==> config.mk <==
export PLATFORM = sky130hd
export DESIGN_NAME = tracker_record_framer_top
export DESIGN_NICKNAME = d
export VERILOG_FILES = /design/src/rtl/trf_pkg.sv /design/src/rtl/tracker_record_framer_top.sv /design/src/rtl/trf_front.sv /design/src/rtl/trf_queue.sv
export SDC_FILE = /design/constraint.sdc
export NUM_CORES = 1
export LEC_CHECK = 0
export ABC_AREA = 1
export BUFFER_PORTS_ARGS = -buffer_cell sky130_fd_sc_hd__buf_2
export CELL_PAD_IN_SITES_DETAIL_PLACEMENT = 1
export CELL_PAD_IN_SITES_GLOBAL_PLACEMENT = 1
export CORE_ASPECT_RATIO = 1.5
export CORE_UTILIZATION = 44
export CTS_BUF_LIST = sky130_fd_sc_hd__clkbuf_8
export CTS_CLUSTER_SIZE = 25
export DETAILED_ROUTE_END_ITERATION = 6
export PLACE_DENSITY = 0.76
export RECOVER_POWER = 50
export SETUP_SLACK_MARGIN = 0.3
export SKIP_LAST_GASP = 1
export SYNTH_ARGS = -nofsm -noshare
export SYNTH_HDL_FRONTEND = slang
export SYNTH_SLANG_ARGS = --single-unit
export TNS_END_PERCENT = 30
==> constraint.sdc <==
create_clock -name i_clk -period 2 [get_ports i_clk]
set_input_delay 0.4 -clock i_clk [delete_from_list [all_inputs] [get_ports i_clk]]
set_output_delay 0.4 -clock i_clk [all_outputs]
set_load 0.02 [all_outputs]
==> src/rtl/trf_pkg.sv <==
// Shared constants, result word type and byte classification functions for the record framer.
`default_nettype none

package trf_pkg;

    localparam int PAYLOAD_BYTES = 27;
    localparam int CNT_W         = 5;
    localparam int QDEPTH        = 4;
    localparam int QPTR_W        = $clog2(QDEPTH);
    localparam int QCNT_W        = $clog2(QDEPTH + 1);

    localparam logic [7:0] CH_CR    = 8'd13;
    localparam logic [7:0] CH_LF    = 8'd10;
    localparam logic [7:0] CH_ZERO  = 8'h30;
    localparam logic [7:0] CH_ONE   = 8'h31;
    localparam logic [7:0] CH_NINE  = 8'h39;
    localparam logic [7:0] CH_UA    = 8'h41;
    localparam logic [7:0] CH_UZ    = 8'h5A;
    localparam logic [7:0] CH_LA    = 8'h61;
    localparam logic [7:0] CH_LZ    = 8'h7A;
    localparam logic [7:0] CH_SPACE = 8'h20;
    localparam logic [7:0] LETTER_BASE = 8'd10;

    typedef struct packed {
        logic [7:0] payload_byte;
        logic [5:0] station_id;
        logic       first_of_record;
        logic       last_of_record;
        logic       after_resync;
    } t_result;

    function automatic logic is_letter(input logic [7:0] b);
        return ((b >= CH_UA) && (b <= CH_UZ)) || ((b >= CH_LA) && (b <= CH_LZ));
    endfunction

    function automatic logic is_tail(input logic [7:0] b);
        return (b == CH_SPACE) || is_letter(b);
    endfunction

    function automatic logic [5:0] station_code(input logic [7:0] b);
        logic [7:0] v;
        v = 8'd0;
        if ((b >= CH_ONE) && (b <= CH_NINE)) begin
            v = b - CH_ZERO;
        end else if ((b >= CH_UA) && (b <= CH_UZ)) begin
            v = b - CH_UA + LETTER_BASE;
        end else if ((b >= CH_LA) && (b <= CH_LZ)) begin
            v = b - CH_LA + LETTER_BASE;
        end
        return v[5:0];
    endfunction

endpackage

`default_nettype wire

==> src/rtl/tracker_record_framer_top.sv <==
// Top level of the tracker record framer: framer front end and result queue.
`default_nettype none

// Takes one received byte per cycle whenever full is low; each accepted byte
// passes through the framer with no bubbles, and a payload byte of a good
// record is written into the result queue in the same cycle it is pushed. Header
// bytes, bytes seen while hunting and the records behind a bad header give no
// word. A four-word result queue between the framer and the result ports lets
// the consumer stall; full rises only once that queue holds four words.

module tracker_record_framer_top (
    input  wire logic       i_clk,
    input  wire logic       i_rst_n,
    input  wire logic       push,
    output logic            full,
    input  wire logic [7:0] i_rx_byte,
    output logic            empty,
    input  wire logic       pop,
    output logic [7:0]      o_payload_byte,
    output logic [5:0]      o_station_id,
    output logic            o_first_of_record,
    output logic            o_last_of_record,
    output logic            o_after_resync
);
    import trf_pkg::*;

    logic    w_accept;
    logic    w_wr;
    t_result w_front_word;
    t_result w_out_word;

    assign w_accept = push && !full;

    trf_front u_front (
        .i_clk   (i_clk),
        .i_rst_n (i_rst_n),
        .i_valid (w_accept),
        .i_byte  (i_rx_byte),
        .o_wr    (w_wr),
        .o_word  (w_front_word)
    );

    trf_queue u_queue (
        .i_clk   (i_clk),
        .i_rst_n (i_rst_n),
        .i_wr    (w_wr),
        .i_word  (w_front_word),
        .i_rd    (pop),
        .o_full  (full),
        .o_empty (empty),
        .o_word  (w_out_word)
    );

    assign o_payload_byte    = w_out_word.payload_byte;
    assign o_station_id      = w_out_word.station_id;
    assign o_first_of_record = w_out_word.first_of_record;
    assign o_last_of_record  = w_out_word.last_of_record;
    assign o_after_resync    = w_out_word.after_resync;

endmodule

`default_nettype wire

==> src/rtl/trf_front.sv <==
// Front end: hunt, header check and payload tagging, one byte per cycle.
`default_nettype none

module trf_front (
    input  wire logic             i_clk,
    input  wire logic             i_rst_n,
    input  wire logic             i_valid,
    input  wire logic [7:0]       i_byte,
    output logic                  o_wr,
    output trf_pkg::t_result      o_word
);
    import trf_pkg::*;

    localparam logic [2:0] HS_NONE    = 3'd0;
    localparam logic [2:0] HS_CR      = 3'd1;
    localparam logic [2:0] HS_LF      = 3'd2;
    localparam logic [2:0] HS_ZERO    = 3'd3;
    localparam logic [2:0] HS_STATION = 3'd4;

    localparam logic [2:0] HP_CR      = 3'd0;
    localparam logic [2:0] HP_LF      = 3'd1;
    localparam logic [2:0] HP_ZERO    = 3'd2;
    localparam logic [2:0] HP_STATION = 3'd3;
    localparam logic [2:0] HP_TAIL    = 3'd4;

    localparam logic [CNT_W-1:0] LAST_CNT = CNT_W'(PAYLOAD_BYTES - 1);

    logic             r_locked,  n_locked;
    logic [2:0]       r_hunt,    n_hunt;
    logic [2:0]       r_hpos,    n_hpos;
    logic             r_hdr_good, n_hdr_good;
    logic [CNT_W-1:0] r_count,   n_count;
    logic             r_in_pay,  n_in_pay;
    logic [5:0]       r_station, n_station;
    logic             r_by_hunt, n_by_hunt;

    logic       v_last;
    logic       v_matched;
    logic       v_ok;
    logic [2:0] v_hnext;
    logic [5:0] v_code;

    always_comb begin
        n_locked   = r_locked;
        n_hunt     = r_hunt;
        n_hpos     = r_hpos;
        n_hdr_good = r_hdr_good;
        n_count    = r_count;
        n_in_pay   = r_in_pay;
        n_station  = r_station;
        n_by_hunt  = r_by_hunt;
        o_wr       = 1'b0;
        v_matched  = 1'b0;
        v_ok       = 1'b1;
        v_hnext    = HS_NONE;
        v_code     = station_code(i_byte);
        v_last     = (r_count >= LAST_CNT);

        o_word.payload_byte    = i_byte;
        o_word.station_id      = r_station;
        o_word.first_of_record = (r_count == '0);
        o_word.last_of_record  = v_last;
        o_word.after_resync    = r_by_hunt;

        if (i_valid) begin
            if (r_in_pay) begin
                o_wr = r_hdr_good;
                if (v_last) begin
                    n_in_pay   = 1'b0;
                    n_count    = '0;
                    n_hpos     = HP_CR;
                    n_locked   = r_hdr_good;
                    if (!r_hdr_good) begin
                        n_hunt = HS_NONE;
                    end
                    n_hdr_good = 1'b1;
                end else begin
                    n_count = r_count + 1'b1;
                end
            end else if (!r_locked) begin
                if ((r_hunt == HS_ZERO) && (i_byte != CH_CR)) begin
                    n_station = v_code;
                end
                if (i_byte == CH_CR) begin
                    v_hnext = HS_CR;
                end else if ((r_hunt == HS_CR) && (i_byte == CH_LF)) begin
                    v_hnext = HS_LF;
                end else if ((r_hunt == HS_LF) && (i_byte == CH_ZERO)) begin
                    v_hnext = HS_ZERO;
                end else if ((r_hunt == HS_ZERO) && (n_station != '0)) begin
                    v_hnext = HS_STATION;
                end else if ((r_hunt == HS_STATION) && is_tail(i_byte)) begin
                    v_matched = 1'b1;
                end
                n_hunt = v_matched ? HS_NONE : v_hnext;
                if (v_matched) begin
                    n_in_pay   = 1'b1;
                    n_count    = '0;
                    n_hdr_good = 1'b1;
                    n_by_hunt  = 1'b1;
                end
            end else begin
                case (r_hpos)
                    HP_CR: begin
                        v_ok = (i_byte == CH_CR);
                    end
                    HP_LF: begin
                        v_ok = (i_byte == CH_LF);
                    end
                    HP_ZERO: begin
                        v_ok = (i_byte == CH_ZERO);
                    end
                    HP_STATION: begin
                        n_station = v_code;
                        v_ok      = (v_code != '0);
                    end
                    default: begin
                        v_ok = is_tail(i_byte);
                    end
                endcase
                if (!v_ok) begin
                    n_hdr_good = 1'b0;
                end
                if (r_hpos >= HP_TAIL) begin
                    n_hpos    = HP_CR;
                    n_in_pay  = 1'b1;
                    n_count   = '0;
                    n_by_hunt = 1'b0;
                end else begin
                    n_hpos = r_hpos + 1'b1;
                end
            end
        end
    end

    always_ff @(posedge i_clk) begin
        if (!i_rst_n) begin
            r_locked   <= 1'b0;
            r_hunt     <= HS_NONE;
            r_hpos     <= HP_CR;
            r_hdr_good <= 1'b1;
            r_count    <= '0;
            r_in_pay   <= 1'b0;
            r_station  <= '0;
            r_by_hunt  <= 1'b0;
        end else begin
            r_locked   <= n_locked;
            r_hunt     <= n_hunt;
            r_hpos     <= n_hpos;
            r_hdr_good <= n_hdr_good;
            r_count    <= n_count;
            r_in_pay   <= n_in_pay;
            r_station  <= n_station;
            r_by_hunt  <= n_by_hunt;
        end
    end

    a_hunt_hpos_zero: assert property (@(posedge i_clk) disable iff (!i_rst_n)
        (!r_locked && !r_in_pay) |-> (r_hpos == HP_CR))
        else $error("header position moved while hunting");

    a_word_station: assert property (@(posedge i_clk) disable iff (!i_rst_n)
        o_wr |-> (r_in_pay && (r_station != '0)))
        else $error("word emitted outside a good record");

    a_count_range: assert property (@(posedge i_clk) disable iff (!i_rst_n)
        r_in_pay |-> (r_count <= LAST_CNT))
        else $error("payload counter past record end");

endmodule

`default_nettype wire

==> src/rtl/trf_queue.sv <==
// Back end: small result queue that decouples the framer from the consumer.
`default_nettype none

module trf_queue (
    input  wire logic             i_clk,
    input  wire logic             i_rst_n,
    input  wire logic             i_wr,
    input  wire trf_pkg::t_result i_word,
    input  wire logic             i_rd,
    output logic                  o_full,
    output logic                  o_empty,
    output trf_pkg::t_result      o_word
);
    import trf_pkg::*;

    localparam logic [QPTR_W-1:0] PTR_LAST = QPTR_W'(QDEPTH - 1);

    t_result           r_mem [QDEPTH];
    logic [QPTR_W-1:0] r_wr_ptr, n_wr_ptr;
    logic [QPTR_W-1:0] r_rd_ptr, n_rd_ptr;
    logic [QCNT_W-1:0] r_count,  n_count;
    logic              v_wr;
    logic              v_rd;

    assign o_full  = (r_count == QCNT_W'(QDEPTH));
    assign o_empty = (r_count == '0);
    assign o_word  = r_mem[r_rd_ptr];
    assign v_wr    = i_wr && !o_full;
    assign v_rd    = i_rd && !o_empty;

    always_comb begin
        n_wr_ptr = r_wr_ptr;
        n_rd_ptr = r_rd_ptr;
        n_count  = r_count;
        if (v_wr) begin
            n_wr_ptr = (r_wr_ptr == PTR_LAST) ? '0 : r_wr_ptr + 1'b1;
        end
        if (v_rd) begin
            n_rd_ptr = (r_rd_ptr == PTR_LAST) ? '0 : r_rd_ptr + 1'b1;
        end
        if (v_wr && !v_rd) begin
            n_count = r_count + 1'b1;
        end else if (v_rd && !v_wr) begin
            n_count = r_count - 1'b1;
        end
    end

    always_ff @(posedge i_clk) begin
        if (v_wr) begin
            r_mem[r_wr_ptr] <= i_word;
        end
    end

    always_ff @(posedge i_clk) begin
        if (!i_rst_n) begin
            r_wr_ptr <= '0;
            r_rd_ptr <= '0;
            r_count  <= '0;
        end else begin
            r_wr_ptr <= n_wr_ptr;
            r_rd_ptr <= n_rd_ptr;
            r_count  <= n_count;
        end
    end

    a_count_bound: assert property (@(posedge i_clk) disable iff (!i_rst_n)
        r_count <= QCNT_W'(QDEPTH))
        else $error("queue count beyond depth");

    a_no_drop: assert property (@(posedge i_clk) disable iff (!i_rst_n)
        i_wr |-> !o_full)
        else $error("word written into full queue");

    a_full_empty: assert property (@(posedge i_clk) disable iff (!i_rst_n)
        !(o_full && o_empty))
        else $error("queue full and empty at once");

endmodule

`default_nettype wire

### Word-level counts from Yosys, hierarchy flattened

Memories as Yosys holds them, arrays and structs flattened. A register that Yosys moved wholly into a read port is not among the register bits.
Cells that the tools add are included.

* register bits: 28
* memories: 1
* input bits: 12
* logic and storage cells: 150
* RAM bits: 68

* $add $sub $neg: 11
* reduce and logical (&&, ||, !) cells: 35
* $lt $le $gt $ge: 8
* equal/unequal tests: 22
* bitwise gates (word level): 1
* multiplexer cells: 61

Memory list
* u_queue.r_mem: depth 4, width 17, rd ports 1, clocked after Yosys merged registers in 1, wr ports 1, line trf_queue.sv:18 `t_result r_mem [QDEPTH];`

Operator list (number)
* $mux W6: 9
* $mux W3: 15
* $mux W1: 27
* $mux W5: 5
* $eq A8 B4 Y1 const B: 2
* $eq A8 B6 Y1 const B: 2
* $ge A8 B7 Y1 const B: 2
* $le A8 B7 Y1 const B: 2
* $logic_and A1 B1 Y1: 13
* $add A6 B4 Y6 const B: 2
* $eq A3 B2 Y1 const B: 4
* $reduce_and A3 Y1: 4
* $reduce_and A4 Y1: 3
* $reduce_bool A6 Y1: 2
* $sub A6 B6 Y6 const B: 2
* $ne A2 B2 Y1 const B: 5
* $ge A8 B6 Y1 const B: 1
* $le A8 B6 Y1 const B: 1
* $mux W2: 4
* $ne A8 B4 Y1 const B: 1
* $add A3 B1 Y3 const B: 2
* $eq A3 B1 Y1 const B: 2
* $eq A3 B3 Y1 const B: 2
* $logic_not A3 Y1: 2
* other kinds (15): 24

### Depth between registers and ports, before layout

* depth after elaboration: 21
* depth in mapped cells: 19

### Cells and area by module

From an unflattened synthesis, not the netlist that was laid out.

* cells, all modules: 548
* area, all modules: 5086.1 sq um

Modules (own cells, without submodules)
* trf_queue: area each 3081.7 sq um, instances 1, cells each 236
* trf_front: area each 1994.4 sq um, instances 1, cells each 310
* tracker_record_framer_top: area each 10.0 sq um, instances 1, cells each 2

### Least setup slack after synthesis

No wires, ideal clock.

* kind: flip-flop to flip-flop
* from: register u_queue.r_count[0]
* to: register u_queue.r_count[2]
* stages on the path, launching flop included: 11
* data arrival time: 2.170 ns
* path buffers: 0
* required time: 1.878 ns
* slack: -0.293 ns
* path through: dfxtp_1 -> nor3_1 -> nor2_1 -> inv_1 -> ha_1 -> inv_1 -> fa_1 -> a21oi_1 -> o21ai_0 -> o21ai_0 -> a21oi_1

RTL lines
* start, declared: line trf_queue.sv:21 `logic [QCNT_W-1:0] r_count, n_count;`
* start signal, assigned: line trf_queue.sv:62 `r_count <= n_count;`
* $logic_not A3 Y1 *: line trf_queue.sv:26 `assign o_empty = (r_count == '0);`
* net empty: line tracker_record_framer_top.sv:17 `output logic empty,`
* $logic_not A1 Y1 *: line trf_queue.sv:29 `assign v_rd = i_rd && !o_empty;`
* $logic_and A1 B1 Y1 *: line trf_queue.sv:29
* $logic_not A1 Y1: line trf_queue.sv:41 `if (v_wr && !v_rd) begin`
* $logic_and A1 B1 Y1: line trf_queue.sv:41
* $mux W3 / $reduce_bool A2 Y1 (equally long branches)

Mark *: on every way through the listed nets, which the timed path passes. The rest lies on a longest branch. The select of a mux whose other input is x is not followed.
A chain may end at the register's enable or synchronous reset.

### Worst setup path in the final report

* from: input port i_rx_byte[6]
* to: register u_front.r_hunt[2]

* word-level cells in the longest chain between the ends: 21

Ends and longest elaborated chain
* start, declared: line tracker_record_framer_top.sv:16 `input wire logic [7:0] i_rx_byte,`
* $ge A8 B7 Y1 / $le A8 B7 Y1 (equally long branches): line trf_pkg.sv:33, trf_pkg.sv:47
* $logic_and A1 B1 Y1: line trf_pkg.sv:33, trf_pkg.sv:47
* $mux W6: line trf_pkg.sv:47 `end else if ((b >= CH_LA) && (b <= CH_LZ)) begin`
* $mux W6: line trf_pkg.sv:45 `end else if ((b >= CH_UA) && (b <= CH_UZ)) begin`
* $mux W6: line trf_pkg.sv:43 `if ((b >= CH_ONE) && (b <= CH_NINE)) begin`
* $mux W6: line trf_front.sv:81 `if ((r_hunt == HS_ZERO) && (i_byte != CH_CR)) begin`
* $mux W6: line trf_front.sv:80 `end else if (!r_locked) begin`
* $mux W6: line trf_front.sv:66 `if (r_in_pay) begin`
* [... 5 more ...]
* $mux W1: line trf_front.sv:86 `end else if ((r_hunt == HS_CR) && (i_byte == CH_LF)) begin`
* $mux W1: line trf_front.sv:84 `if (i_byte == CH_CR) begin`
* $mux W1: line trf_front.sv:80
* $mux W1: line trf_front.sv:66
* $mux W1: line trf_front.sv:65 `if (i_valid) begin`
* $mux W3 *: line trf_front.sv:95 `n_hunt = v_matched ? HS_NONE : v_hnext;`
* $mux W3 *: line trf_front.sv:80
* $mux W3 *: line trf_front.sv:66
* end signal, assigned: line trf_front.sv:148 `r_hunt <= n_hunt;`
* end, declared: line trf_front.sv:29 `logic [2:0] r_hunt, n_hunt;`

Every way passes the cells marked *; elsewhere a longest branch is shown, timed or not. The select of a mux whose other input is x is not followed.

==> results by group <==
Detailed routing
  – Routed len/inst: about 26 um
  – DRT antenna net count: 0
  – Drt pass-1 iters: 5
  – Met1 wire length: 7340 um
  – Via Count: about 4800
  – Residual DRC: 0
  – Initial DRC count: approximately 340
  – Top layer in use: met4
  – DRT Wirelength: about 20000 um
  – Met2 WL post-DR: 10600 um
  – Met3 Wirelength: about 1000 um
  – Vias per cell: ~6.1

Critical path
  – Setup slack, reg-to-reg: ~0.030 ns
  – Crit path buf inv count: 3
  – Max incr delay on CP: 0.20 ns
  – Crit. Startpoint: i_rx_byte[6]
  – CP arrival: 2.32 ns
  – Critical path endpoint: u_front.r_hunt[2]
  – Crit Path Max Fanout: 5
  – Cell family with most CP delay: simple AND/OR/NAND/NOR gates
  – Most used cell, CP: nand2_1
  – Worst path slowest cell: buf_4
  – Reg2Reg Depth: 9
  – CP Depth: 16
  – Reg2reg start: u_queue.r_count[2]
  – Crit. End Element: register
  – R2R Path End: u_queue.r_mem[3][2]
  – WS Path Type: in -> reg
  – Worst Setup Start Kind: input pin
  – Worst path cell trace: clkbuf_1 -> buf_4 -> nand3_2 -> o21ai_2 -> nand2_2 -> nand2_4 -> nand3_4 -> nand2_4 -> buf_4 -> nand2_1 -> nand2_1 -> nand2_1 -> nor2_1 -> nand2_1 -> nand3_1 -> a21oi_1
  – Worst Path Required: between 2 and 2.5 ns

Logic synthesis
  – Cell Area, Synth: 4800 sq um
  – Top post-synthesis cells by area: edfxtp_1, dfxtp_1, nand2_1
  – Post-synthesis cell count: about 520
  – Post-synth ARST share: 0%
  – YS warnings: 0
  – Yosys top cell area share: 42.5%
  – Synthesized area per cell: ~9.2 sq um
  – Sequential area share after synthesis: a little under three fifths
  – Synth area leader: edfxtp_1
  – Ys flop type: edfxtp_1
  – Post-synth EDFFs: 68
  – Syn nets: ~560
  – Yosys reg bits: just under 100
  – Distinct cells, synth: 38

Floorplanning
  – Core Box Area: approximately 11000 sq um
  – Die area: about 11000 sq um
  – Die W: approximately 87 um
  – Row count: 46
  – Die height: about 130 um
  – I/O pin count: 31
  – Initial core utilization: between 40% and 50%

Clocking
  – CTS buffer count: 9
  – Clock Pin Slew Worst Setup and Hold Paths: 0.12 ns
  – Longest Clk Path Bufs: 2
  – CTS tree: done
  – Clock Latency Late Sink: just under 0.4 ns
  – Clock tree root driver cell: clkbuf_8
  – H-tree depth: 3
  – # hold bufs at CTS: 0
  – CTS Sinks: 98

Place
  – Buffers on Ports: 30
  – Gpl congestion: about 0.91
  – Dpl ws: -0.350 ns
  – Hpwl dp: a little over 9000 um

Global route
  – Initial antenna violation count: 0
  – Vias in the first global route: approximately 4700
  – First-pass GRT wire length: ~24000 um
  – Gr usage total: between 20% and 30%
  – Largest net degree at the start of global routing: 20
  – Remaining Overflow, GRT: 0

Outcome
  – Status: finished with violations
  – Violated checks: negative setup slack

Timing
  – Final Hold Vio Count: 0
  – Setup WS post-layout: -0.0267 ns
  – Slew Limit Fails: 0
  – Fin Clk Skew: 0.0220 ns
  – Final min period: 2.03 ns
  – Setup-failing EPs final: 2
  – Fmax: around 490 MHz
  – Relative max-transition margin: a little under 60%
  – Least-Margin Pin Slew: about 0.62 ns
  – RSZ-0062 raised after global routing: true
  – Period utilisation layout: 101%

Layout
  – Area grow syn2layout: 46.5%
  – Antenna cells: 0
  – Nets: between 600 and 700
  – Share of cells above drive strength 1: between 40% and 50%
  – Fin util: between 60 and 70%

Min path
  – Class of the worst hold path: in -> reg

Power
  – P per Cell Area: 1070 nW/um^2
  – Max VDD drop: between 600 and 700 uV
  – LEAKAGE: ~2.7 nW

Flow run
  – Max_cap viols: 0
[per-stage QoR]
step	power [W]	hold WS [ns]	TNS [ns]	cells	cell area, sq um
4_1_cts	0.00675	0.371	0	767	6490
3_3_place_gp	0.00443	0.436	-1.52	731	5590
2_1_floorplan	0.00373	0.418	0	523	4870
5_1_grt	0.00778	0.387	-0.814	781	7030
3_5_place_dp	0.00452	0.439	-2.75	731	5590
6_report	0.00754	0.400	-0.0308	781	7030
[worst register-to-register path, cell delays in order (launching register included)]
cell	delay, ns
dfxtp_1	0.36
inv_2	0.08
nor3_2	0.06
nor2_4	0.13
inv_2	0.07
nor2_4	0.15
buf_6	0.13
clkinvlp_4	0.17
nor2_4	0.31
clkbuf_16	0.24
[power by group]
part | total, W | switching [W] | internal, W
registers | 0.00243 | 0.000153 | 0.00228
logic | 0.00363 | 0.00206 | 0.00157
clock network | 0.00148 | 0.000863 | 0.000616
[cell usage after synthesis, types with 2 or more instances]
cell type   n
nor2_2      2
nor3b_1     2
o21bai_1    2
o21ai_1     2
nand4_1     4
clkbuf_1   14
a211oi_1    4
nand2_2     4
ha_1       23
o21ai_0    52
nand3_1    26
edfxtp_1   68
nor3_1      7
inv_2       4
inv_1      51
nand2_1    91
a21oi_1    32
o22ai_1    17
nor2_1     67
dfxtp_1    30
or2_1       2
nand3_2     3
[state kept, by name, indices dropped and copies added, names as in the netlist, named ones only]
register,cells
u_front.r_by_hunt,1
u_front.r_count,5
u_front.r_hdr_good,1
u_front.r_hpos,3
u_front.r_hunt,3
u_front.r_in_pay,1
u_front.r_locked,1
u_front.r_station,6
u_queue.r_count,3
u_queue.r_mem,68
u_queue.r_rd_ptr,2
u_queue.r_wr_ptr,2
[cell usage in the layout (no fill, tap or decap), drive strengths merged, types with 2 or more instances in the layout]
cell,instances
buf,100
nand2,95
nor2,69
edfxtp,68
inv,57
o21ai,55
a21oi,32
dfxtp,30
nand3,30
ha,23
clkbuf,22
o22ai,17
nor3,7
nand4,4
a211oi,4
clkinvlp,3
or2,3
nor4,2
nor3b,2
o21bai,2
[per-layer routing]
| layer | GRT usage, % | vias up |
|---|---|---|
| li1 | - | 2019 |
| met1 | 27.4 | 2401 |
| met2 | 57.9 | 235 |
| met3 | 5.00 | 112 |
| met4 | 14.9 | 0 |
| met5 | 0 | - |
[worst min path at each step]
stage	from	to	depth (start not counted)
after floorplan	u_front.r_hdr_good	u_front.r_hdr_good	2
after global placement	u_front.r_hdr_good	u_front.r_hdr_good	2
after detailed placement	u_front.r_hdr_good	u_front.r_hdr_good	2
after CTS	i_rx_byte[0]	u_queue.r_mem[0][9]	2
after global routing	i_rx_byte[4]	u_queue.r_mem[0][13]	2
final	i_rx_byte[4]	u_queue.r_mem[0][13]	2
[timing repair]
item	in CTS	in global routing
setup endpoints to repair	102	105
gates cloned	6	3
pin swaps	41	43
setup buffers	14	11
resized for setup	146	115
[area by class of cell]
class | count | area (sq um)
clock buffer | 9 | 124
clock inverter | 7 | 95.1
fill | 1137 | 3560
inverter | 55 | 245
multi-input combinational | 355 | 2610
sequential | 98 | 2660
tap | 144 | 180
timing repair buffer | 113 | 1120
[cells by family after synthesis]
| family | count (synthesis) | share of synthesized area [%] |
|---|---|---|
| compound gates | 115 | 13.3 |
| xor+xnor | 1 | 0.182 |
| fa+ha+maj | 24 | 6.41 |
| buf+inv | 71 | 5.63 |
| flops | 98 | 55.0 |
| simple gates | 214 | 19.4 |
Power figures use the tool's default switching activity.
